File: src/rtl/core/tccb_pkg.sv
// ----------------------------------------------------------------------------
// tccb_pkg
// Shared types and constants of the text console cell buffer: grid geometry,
// character codes, command encoding between front and back, back-end states.
// ----------------------------------------------------------------------------
package tccb_pkg;

  localparam int MaxRows = 64;
  localparam int MaxCols = 128;
  localparam int RowW    = 6;
  localparam int ColW    = 7;
  localparam int AddrW   = RowW + ColW;

  localparam logic [7:0] CH_CR    = 8'd13;
  localparam logic [7:0] CH_LF    = 8'd10;
  localparam logic [7:0] CH_BS    = 8'd8;
  localparam logic [7:0] CH_SPACE = 8'h20;

  // Register index within the configuration space (paddr bit 2).
  localparam logic REG_COLUMNS = 1'b0;
  localparam logic REG_ROWS    = 1'b1;

  typedef enum logic [1:0] {
    ACT_PUT   = 2'd0,
    ACT_READ  = 2'd1,
    ACT_CLEAR = 2'd2,
    ACT_NONE  = 2'd3
  } action_e;

  typedef enum logic [2:0] {
    CMD_NOP,
    CMD_CHAR,
    CMD_NEWLINE,
    CMD_BACKSPACE,
    CMD_READ,
    CMD_CLEAR
  } cmd_kind_e;

  typedef struct packed {
    cmd_kind_e        kind;
    logic [7:0]       ch;
    logic [RowW-1:0]  row;
    logic [ColW-1:0]  col;
  } cmd_t;

  // Effective geometry and a one-cycle pulse after any register write.
  typedef struct packed {
    logic            upd;
    logic [ColW:0]   cols;
    logic [RowW:0]   rows;
  } cfg_t;

  typedef struct packed {
    logic [7:0]       cell_char;
    logic [RowW-1:0]  cursor_row;
    logic [ColW-1:0]  cursor_column;
    logic             scrolled;
  } res_t;

  typedef enum logic [1:0] {
    ST_IDLE,
    ST_EXEC,
    ST_SWEEP,
    ST_READ
  } back_state_e;

endpackage

File: src/rtl/core/tccb_front.sv
// ----------------------------------------------------------------------------
// tccb_front
// Accepts input beats, decodes them into back-end commands and holds them in
// a small queue so that the producer and the back end stall independently.
// ----------------------------------------------------------------------------
module tccb_front #(
  parameter int QUEUE_DEPTH = 2
) (
  input  logic                         clk_i,
  input  logic                         rst_ni,
  input  logic                         in_valid_i,
  output logic                         in_ready_o,
  input  logic [1:0]                   action_i,
  input  logic [7:0]                   char_code_i,
  input  logic [tccb_pkg::RowW-1:0]    read_row_i,
  input  logic [tccb_pkg::ColW-1:0]    read_column_i,
  output logic                         cmd_valid_o,
  output tccb_pkg::cmd_t               cmd_o,
  input  logic                         cmd_pop_i
);
  import tccb_pkg::*;

  localparam int PtrW = $clog2(QUEUE_DEPTH);
  localparam int CntW = $clog2(QUEUE_DEPTH + 1);

  cmd_t            queue_q [QUEUE_DEPTH];
  logic [PtrW-1:0] wr_ptr_q, wr_ptr_d;
  logic [PtrW-1:0] rd_ptr_q, rd_ptr_d;
  logic [CntW-1:0] count_q, count_d;
  cmd_t            cmd_new;
  logic            push;

  always_comb begin
    cmd_new.ch  = char_code_i;
    cmd_new.row = read_row_i;
    cmd_new.col = read_column_i;
    unique case (action_e'(action_i))
      ACT_PUT: begin
        if (char_code_i == CH_CR) begin
          cmd_new.kind = CMD_NOP;
        end else if (char_code_i == CH_LF) begin
          cmd_new.kind = CMD_NEWLINE;
        end else if (char_code_i == CH_BS) begin
          cmd_new.kind = CMD_BACKSPACE;
        end else begin
          cmd_new.kind = CMD_CHAR;
        end
      end
      ACT_READ:  cmd_new.kind = CMD_READ;
      ACT_CLEAR: cmd_new.kind = CMD_CLEAR;
      ACT_NONE:  cmd_new.kind = CMD_NOP;
    endcase
  end

  assign in_ready_o  = (count_q != CntW'(QUEUE_DEPTH));
  assign push        = in_valid_i && in_ready_o;
  assign cmd_valid_o = (count_q != '0);
  assign cmd_o       = queue_q[rd_ptr_q];

  always_comb begin
    wr_ptr_d = wr_ptr_q;
    rd_ptr_d = rd_ptr_q;
    count_d  = count_q;
    if (push) begin
      wr_ptr_d = (wr_ptr_q == PtrW'(QUEUE_DEPTH - 1)) ? '0 : wr_ptr_q + PtrW'(1);
    end
    if (cmd_pop_i) begin
      rd_ptr_d = (rd_ptr_q == PtrW'(QUEUE_DEPTH - 1)) ? '0 : rd_ptr_q + PtrW'(1);
    end
    if (push && !cmd_pop_i) begin
      count_d = count_q + CntW'(1);
    end else if (!push && cmd_pop_i) begin
      count_d = count_q - CntW'(1);
    end
  end

  always_ff @(posedge clk_i or negedge rst_ni) begin
    if (!rst_ni) begin
      wr_ptr_q <= '0;
      rd_ptr_q <= '0;
      count_q  <= '0;
    end else begin
      wr_ptr_q <= wr_ptr_d;
      rd_ptr_q <= rd_ptr_d;
      count_q  <= count_d;
    end
  end

  always_ff @(posedge clk_i) begin
    if (push) begin
      queue_q[wr_ptr_q] <= cmd_new;
    end
  end

endmodule

File: config.mk
export PLATFORM = sky130hd
export DESIGN_NAME = tccb_front
export DESIGN_NICKNAME = d
export VERILOG_FILES = /design/src/rtl/core/tccb_pkg.sv /design/src/rtl/core/tccb_front.sv
export SDC_FILE = /design/constraint.sdc
export NUM_CORES = 1
export LEC_CHECK = 0
export BUFFER_PORTS_ARGS = -buffer_cell sky130_fd_sc_hd__buf_2
export CORE_MARGIN = 2
export CORE_UTILIZATION = 52
export DETAILED_ROUTE_END_ITERATION = 6
export PLACE_DENSITY = 0.74
export SLEW_MARGIN = 20
export SYNTH_ARGS = -nofsm -noshare
export SYNTH_HDL_FRONTEND = slang
export SYNTH_SLANG_ARGS = --single-unit
File: constraint.sdc
create_clock -name clk_i -period 2.65 [get_ports clk_i]
set_input_delay 0.6625 -clock clk_i [delete_from_list [all_inputs] [get_ports clk_i]]
set_output_delay 0.6625 -clock clk_i [all_outputs]
set_load 0.01 [all_outputs]
Yosys cells after proc, flatten, opt, wreduce, memory -nomap -nowiden

Memory sizes are Yosys's and may differ from the RTL's.
Index checks and enable logic that the tools add are counted.

Add/subtract/negate cells: 4
Reduce and logical (&&, ||, !) cells: 8
Mux-type cells: 10
Eq/ne operators: 7

Operators by type and width:

| cell                                                                | number |
|---|---|
| 8-bit by 4-bit == test with 1-bit output (second input constant)    | 3 |
| 3-bit case mux with 4 select lines                                  | 1 |
| 2-bit two-way mux                                                   | 4 |
| 2-bit == test (second input constant)                               | 2 |
| 1-bit two-way mux                                                   | 4 |
| 2-bit nonzero test                                                  | 2 |
| 1-bit logical AND                                                   | 3 |
| 3-bit two-way mux                                                   | 1 |
| 1-bit adder (second input constant)                                 | 2 |
| 2-bit by 1-bit adder with 2-bit output (second input constant)      | 1 |
| 2-bit by 1-bit == test with 1-bit output (second input constant)    | 1 |
| 1-bit zero test                                                     | 2 |
| 2-bit zero test                                                     | 1 |
| 2-bit != test (second input constant)                               | 1 |
| 2-bit by 1-bit subtractor with 2-bit output (second input constant) | 1 |

Output and inout port bits: 26
Register bits after elaboration: 4
RAM bits: 48
Memories: 1
Logic and storage cells: 33
Input bits: 27

Memory list:

| name    | words | bits a word | rd ports | clocked after memory_dff | wr ports | RTL line         | text |
|---|---|---|---|---|---|---|---|
| queue_q | 2     | 24          | 1        | 0                        | 1        | tccb_front.sv:26 | `cmd_t queue_q [QUEUE_DEPTH];` |

Logic depth before layout (Yosys ltp)

Gate-level depths: netlist of the first run.

Word-level depth: 6
Mapped depth: 7
Mapped depth without buffers: 7

Worst setup path after synthesis of the first run

No wires, ideal clock.

Kind: input port to flip-flop
Start point: in in_valid_i
End point: mem queue_q[0][0] (netlist bit) (enable)
Cell stages on the path: 2
Path buffers: 0
Setup slack: 0.467 ns
Data required time: 2.245 ns
Arrival: 1.778 ns
Cells stage by stage: nand2_1 -> nor2_1

Word-level cells in the longest chain between the ends: 3

RTL lines:

| element                                 | RTL line         | text |
|---|---|---|
| start, declared                         | tccb_front.sv:11 | `input logic in_valid_i,` |
| 1-bit logical AND                       | tccb_front.sv:56 | `assign push = in_valid_i && in_ready_o;` |
| 1-bit two-way mux                       | tccb_front.sv:90 | `if (push) begin` |
| 1-bit two-way mux (implied by the code) | tccb_front.sv:91 | `queue_q[wr_ptr_q] <= cmd_new;` |
| end, declared                           | tccb_front.sv:26 |  |

Every way passes these cells.

==> results of run 1 <==
==> cell type report <==
cell class	instances	area (µm²)
sequential	52	1540
fill	289	1440
multi-input combinational	45	510
timing repair buffer	56	290
clock buffer	5	68.8
tap	50	62.6
clock inverter	3	42.5
inverter	4	15.0
==> worst paths after layout <==
kind | from | end
max | rd_ptr_q | cmd_o[21]
max in group asynchronous | rst_ni | rd_ptr_q
min in group clk_i | count_q[1] | count_q[1]
max reg2reg | count_q[0] | queue_q[1][16]
min reg2reg | count_q[1] | count_q[1]
min | rst_ni | count_q[0]
==> synth_stat cells <==
cell	instances
a21oi_1	1
and3_1	1
buf_12	2
buf_6	1
dfrtp_1	4
edfxtp_1	48
ha_1	3
inv_1	4
mux2_2	5
mux2_4	19
nand2_1	1
nand2b_1	1
nand3b_1	1
nor2_1	2
nor2b_1	1
nor3_1	1
nor3b_1	1
nor4b_2	1
o22a_1	1
or2_2	1
xnor2_1	2
xor2_1	3
==> routing by layer <==
metal / track usage (%) / vias to the layer above / wire [µm]
li1: - / 514 / -
met1: 17.8 / 495 / 1280
met2: 27.1 / 34 / 1700
met3: 4.17 / 3 / 183
met4: 3.75 / 0 / 17
met5: 0 / - / 0
==> report_power, final <==
| group | switching (mW) | internal [mW] |
|---|---|---|
| clock | 0.234 | 0.280 |
| sequential | 0.0682 | 1.13 |
| combinational | 0.440 | 0.467 |
| total | 0.742 | 1.88 |
==> cells by family (layout without fill, tap and decap cells) <==
| logic type | count (synthesis) | count (layout) | share of synthesized area, % |
|---|---|---|---|
| DFF | 52 | 52 | 72.9 |
| muxes | 24 | 24 | 16.1 |
| and+or+nand+nor | 11 | 11 | 3.37 |
| buffers and inverters | 7 | 68 | 3.13 |
| xor gates and xnor gates | 5 | 5 | 2.07 |
| adders and majority gates | 3 | 3 | 1.77 |
| AOI/OAI and AO/OA | 2 | 2 | 0.650 |
==> layout by cell type, fill, tap and decap left out, drive strengths merged, types with 2 or more instances in the layout <==
cell type	count
buf	56
clkbuf	5
clkinv	2
dfrtp	4
edfxtp	48
ha	3
inv	4
mux2	24
nor2	2
xnor2	2
xor2	3
==> through the flow <==
step / instances / util, %
floorplan: 104 / -
global placement: 207 / 60.9
detailed placement: 207 / 60.9
CTS: 215 / 63.7
global route: 215 / 63.7
finish: 215 / 63.7
==> worst max-delay path: stages, from the launching register on <==
cell     delay, ns
dfrtp_1       0.36
buf_4         0.25
mux2_2        0.36
buf_2         0.14
==> state kept, by name, indices dropped and copies added (netlist names) <==
name,count
queue_q,48
count_q,2
wr_ptr_q,1
rd_ptr_q,1
==> impl_metrics.py, run 1 <==
metrics = {
    "clock_network": {
        "cts_setup_buffers": 0,
        "cts-root-buf": "clkbuf_8",
        "post_cts_resized": 0,
        "cts_tree": "yes",
        "cts.clk_slew.worst_paths_ns": 0.08,
        "hold_buffers": 0,
        "cts_buffer_depth": 2,
        "htree_num_levels": 2,
        "cts_buffers": 5,
        "clock-sinks": 52,
        "clk_latency_ns": 0.29,
    },
    "worst_setup_path": {
        "crit_required_ns": 1.99,
        "critPathMaxFanout": 13,
        "crit_type": "reg2out",
        "critical_path_arrival_ns": 1.39,
        "reg2reg_depth": 3,
        "endpoint_kind": "primary output",
        "start_kind": "flop",
        "timing.reg2reg.setup_slack_ns": 1.03,
    },
    "timing": {
        "clock.fmax_ghz": 0.486,
        "slew_violations": 0,
        "worst_pin_slew_ns": 0.401,
        "final-hold-violation-count": 0,
        "min_period_ns": 2.06,
        "setup_viol": 0,
        "relSlewSlack_pct": 73.3,
        "fin_hold_ws_ns": 0.163,
        "fin_tns_setup_ns": 0,
        "rsz0062_at_grt": "false",
        "final.period_utilization_pct": 77.6,
        "layout_setup_ws_ns": 0.593,
        "final.setup_skew_ns": 0.0104,
    },
    "global_route": {
        "grt-ovfl-total": 0,
        "antenna_found_initial": 0,
        "grt_pass1_vias": 1078,
        "grt_max_degree": 25,
        "grt_pass1_wl_mm": 4.95,
        "gr-usage-all-layers_pct": 15.1,
    },
    "floorplanning": {
        "initial_core_util_pct": 53.3,
        "coreArea_um2": 3970,
        "die_h_um": 67.8,
        "die-area_um2": 4590,
        "rows": 23,
        "num_io_pins": 53,
        "die_w_um": 67.8,
    },
    "place": {
        "gp_congestion": 0.709,
        "placed_area_um2": 2420,
        "dp_slack_ns": 0.836,
        "io_buffers": 52,
        "hpwl_mm": 2.37,
    },
    "detailed_routing": {
        "dr.first_iter.drc_count": 59,
        "drt-total-wl_mm": 3.18,
        "drt-pass1-iter-count": 4,
        "vias": 1046,
        "ant_nets": 0,
        "wl_per_cell_um": 14.8,
        "post-route-drc-count": 0,
        "vias_per_cell": 4.87,
    },
    "layout": {
        "nets": 194,
        "design_area_um2": 2530,
        "layout-area-overhead-vs-synth_pct": 19.6,
        "drive_gt1_share_pct": 54.5,
        "n_antenna_cell": 0,
    },
    "hold_path": {
        "holdCritPathClass": "in2async",
    },
    "yosys": {
        "netlist_instances": 104,
        "synth_seq_area_share_pct": 72.9,
        "synth_top_area_share_pct": 68.1,
        "yosys.area.top_type": "edfxtp_1",
        "ys_warn_count": 0,
        "synth.distinct_cells": 22,
        "avgSynthCellArea_um2": 20.3,
        "syn_area_um2": 2120,
        "synth.area.top_cells": "edfxtp_1 68%, mux2_4 13%, dfrtp_1 4.7%",
        "synth_nets": 134,
        "ys_ff_latch": 52,
    },
    "pwr": {
        "ir_drop_v": 0.000986,
        "p_leak_nw": 1.04,
        "p_per_area_nw_per_um2": 1030,
        "p_total_mw": 2.62,
    },
    "run_status": {
        "outcome": "finished, final reports clean",
    },
    "flow_run": {
        "max_cap_viol_count": 0,
    },
}
Note: power is estimated with default switching activity, not from simulation.
==> run 2, diff against run 1 <==
==> constraint.sdc (replaced) <==
create_clock -name clk_i -period 2.01 [get_ports clk_i]
set_input_delay 0.5025 -clock clk_i [delete_from_list [all_inputs] [get_ports clk_i]]
set_output_delay 0.5025 -clock clk_i [all_outputs]
set_load 0.01 [all_outputs]
==> run 2 against run 1 <==
  * Register-to-register slack worse by 0.49 ns
  * Routed wire length decreased by 2.7%
  * Final cell count increased by 1.4%
  * Utilization up 0.35 points
  * Largest power group unchanged
  * Global-route usage fell by 0.14 points
  * Via count grew 4.2%
==> impl_metrics.py, run 2 (synthesis gave the netlist of run 1 again) <==
metrics = {
    "run_status": {
        "outcome": "finished, final reports clean",
    },
    "flow_run": {
        "max_cap_viol_count": 0,
    },
    "worst_setup_path": {
        "crit_buf_inv": 2,
        "critical_path_arrival_ns": 1.38,
        "cp.depth": 3,
        "crit_required_ns": 1.51,
        "critical_path.top_delay_family": "flip-flops",
        "start_kind": "flop",
        "critical-path-max-stage-delay_ns": 0.40,
        "endpoint_kind": "primary output",
        "reg2reg_depth": 7,
        "cpMaxStageDelayCell": "dfrtp_1",
        "crit_chain": "buf_12, mux2_2, buf_2",
        "crit_type": "reg2out",
        "critPathMaxFanout": 19,
    },
    "global_route": {
        "use_met2_pct": 26.8,
        "gr-usage-all-layers_pct": 14.9,
        "grt-ovfl-total": 0,
        "grt_pass1_vias": 1082,
        "grt_max_degree": 20,
        "gr-usage-met3_pct": 6.17,
        "antenna_found_initial": 0,
        "grt_pass1_wl_mm": 4.73,
        "grt_busiest_layer": "met2",
        "met1_usage_pct": 15.1,
    },
    "clock_network": {
        "cts-root-buf": "clkbuf_8",
        "htree_num_levels": 2,
        "cts_buffers": 5,
        "cts.clk_slew.worst_paths_ns": 0.09,
        "post_cts_resized": 0,
        "cts_tree": "yes",
        "clk_latency_ns": 0.30,
        "clock-sinks": 52,
        "cts_buffer_depth": 2,
    },
    "timing": {
        "layout_setup_ws_ns": 0.126,
        "worst_pin_slew_ns": 0.274,
        "final.period_utilization_pct": 93.7,
        "slew_violations": 0,
        "clock.fmax_ghz": 0.531,
        "final.setup_skew_ns": 0.00255,
        "setup_viol": 0,
        "fin_tns_setup_ns": 0,
        "final-hold-violation-count": 0,
        "relSlewSlack_pct": 81.6,
        "rsz0062_at_grt": "false",
        "min_period_ns": 1.88,
    },
    "floorplanning": {
        "coreArea_um2": 3970,
        "die-area_um2": 4590,
        "num_io_pins": 53,
        "die_h_um": 67.8,
        "initial_core_util_pct": 53.3,
        "rows": 23,
        "die_w_um": 67.8,
    },
    "detailed_routing": {
        "ant_nets": 0,
        "vias": 1090,
        "wl_per_cell_um": 14.2,
        "drt-total-wl_mm": 3.09,
        "vias_per_cell": 5.00,
        "post-route-drc-count": 0,
        "dr.first_iter.drc_count": 35,
        "drt-pass1-iter-count": 4,
    },
    "layout": {
        "nets": 197,
        "multi_input_area_um2": 510,
        "regMostFlops": "queue_q",
        "final_cells": 218,
        "design_area_um2": 2540,
        "fin_util_pct": 64.1,
        "drive_gt1_share_pct": 54.8,
        "layout_common_cells": "52 x buf_2, 48 x edfxtp_1, 19 x mux2_4",
        "final_common_cell": "buf_2",
        "reg_top3": "queue_q: 48 flops, count_q: 2 flops",
        "largest_reg_flops": 48,
        "fillers": 302,
        "n_antenna_cell": 0,
        "seq_area_um2": 1540,
        "layout-area-overhead-vs-synth_pct": 20.3,
    },
    "hold_path": {
        "holdPathStages": 1,
        "holdCritPathClass": "in2reg",
    },
    "place": {
        "gp_congestion": 0.708,
        "placed_area_um2": 2450,
        "hpwl_mm": 2.24,
        "io_buffers": 52,
        "dp_cells": 209,
        "dp_slack_ns": 0.370,
    },
    "pwr": {
        "switchingPower_uw": 983,
        "p_seq_share_pct": 46.9,
        "p_leak_nw": 1.04,
        "pwr-share-comb_pct": 36.6,
        "p_per_area_nw_per_um2": 1320,
        "clockPowerShare_pct": 16.5,
        "switching_share_pct": 29.2,
        "p_int_mw": 2.39,
        "ir_drop_v": 0.00103,
    },
}
[run 2: power groups by stage]
stage,Sequential (mW),Clock (mW),Combinational [mW]
final,1.58,0.556,1.23
after global routing,1.60,0.613,1.35
after CTS,1.58,0.578,1.26
after global placement,1.59,0,1.24
after floorplan,1.58,0,0.924
after detailed placement,1.61,0,1.25
[run 2: path summary, 6_finish.rpt]
| kind | start | endpoint | slack [ns] |
|---|---|---|---|
| min | read_column_i[2] | queue_q[1][2] | 0.39 |
| max | rd_ptr_q | cmd_o[0] | 0.13 |
| min reg2reg | count_q[1] | count_q[1] | 0.50 |
| max reg2reg | count_q[0] | count_q[1] | 0.54 |
| min in group asynchronous | rst_ni | count_q[1] | 0.53 |
| max in group asynchronous | rst_ni | rd_ptr_q | 1.36 |
[run 2: per-stage QoR]
step	power, mW	hold WS (ns)
2_1_floorplan	2.50	0.207
3_3_place_gp	2.83	0.309
3_5_place_dp	2.86	0.316
4_1_cts	3.42	0.377
5_1_grt	3.56	0.368
6_report	3.37	0.387
[run 2: timing repair]
item / 4_1_cts / 5_1_grt
hold buffers: 1 / 0
hold endpoints to repair: 4 / 0
setup buffers: 0 / 0
[run 2: layer usage]
| layer | vias up | part of all wire (%) |
|---|---|---|
| met4 | 0 | 1.6 |
| met1 | 526 | 37 |
| li1 | 516 | - |
| met2 | 42 | 53 |
| met5 | - | 0 |
| met3 | 6 | 8.3 |
[run 2: area by class of cell]
type / instances / share of cell area, %
Sequential cell: 52 / 60.6
Tap cell: 50 / 2.46
Timing Repair Buffer: 59 / 12.9
Multi-Input combinational cell: 45 / 20.1
Clock inverter: 3 / 0.737
Clock buffer: 5 / 2.70
Inverter: 4 / 0.590
[run 2: worst reg2reg max path: cells and delay by family, from the launching register on]
family | cells | cell delay (ns)
flops | 1 | 0.43
buf+inv | 1 | 0.06
fa+ha+maj | 1 | 0.19
simple gates | 3 | 0.43
xor+xnor | 2 | 0.29
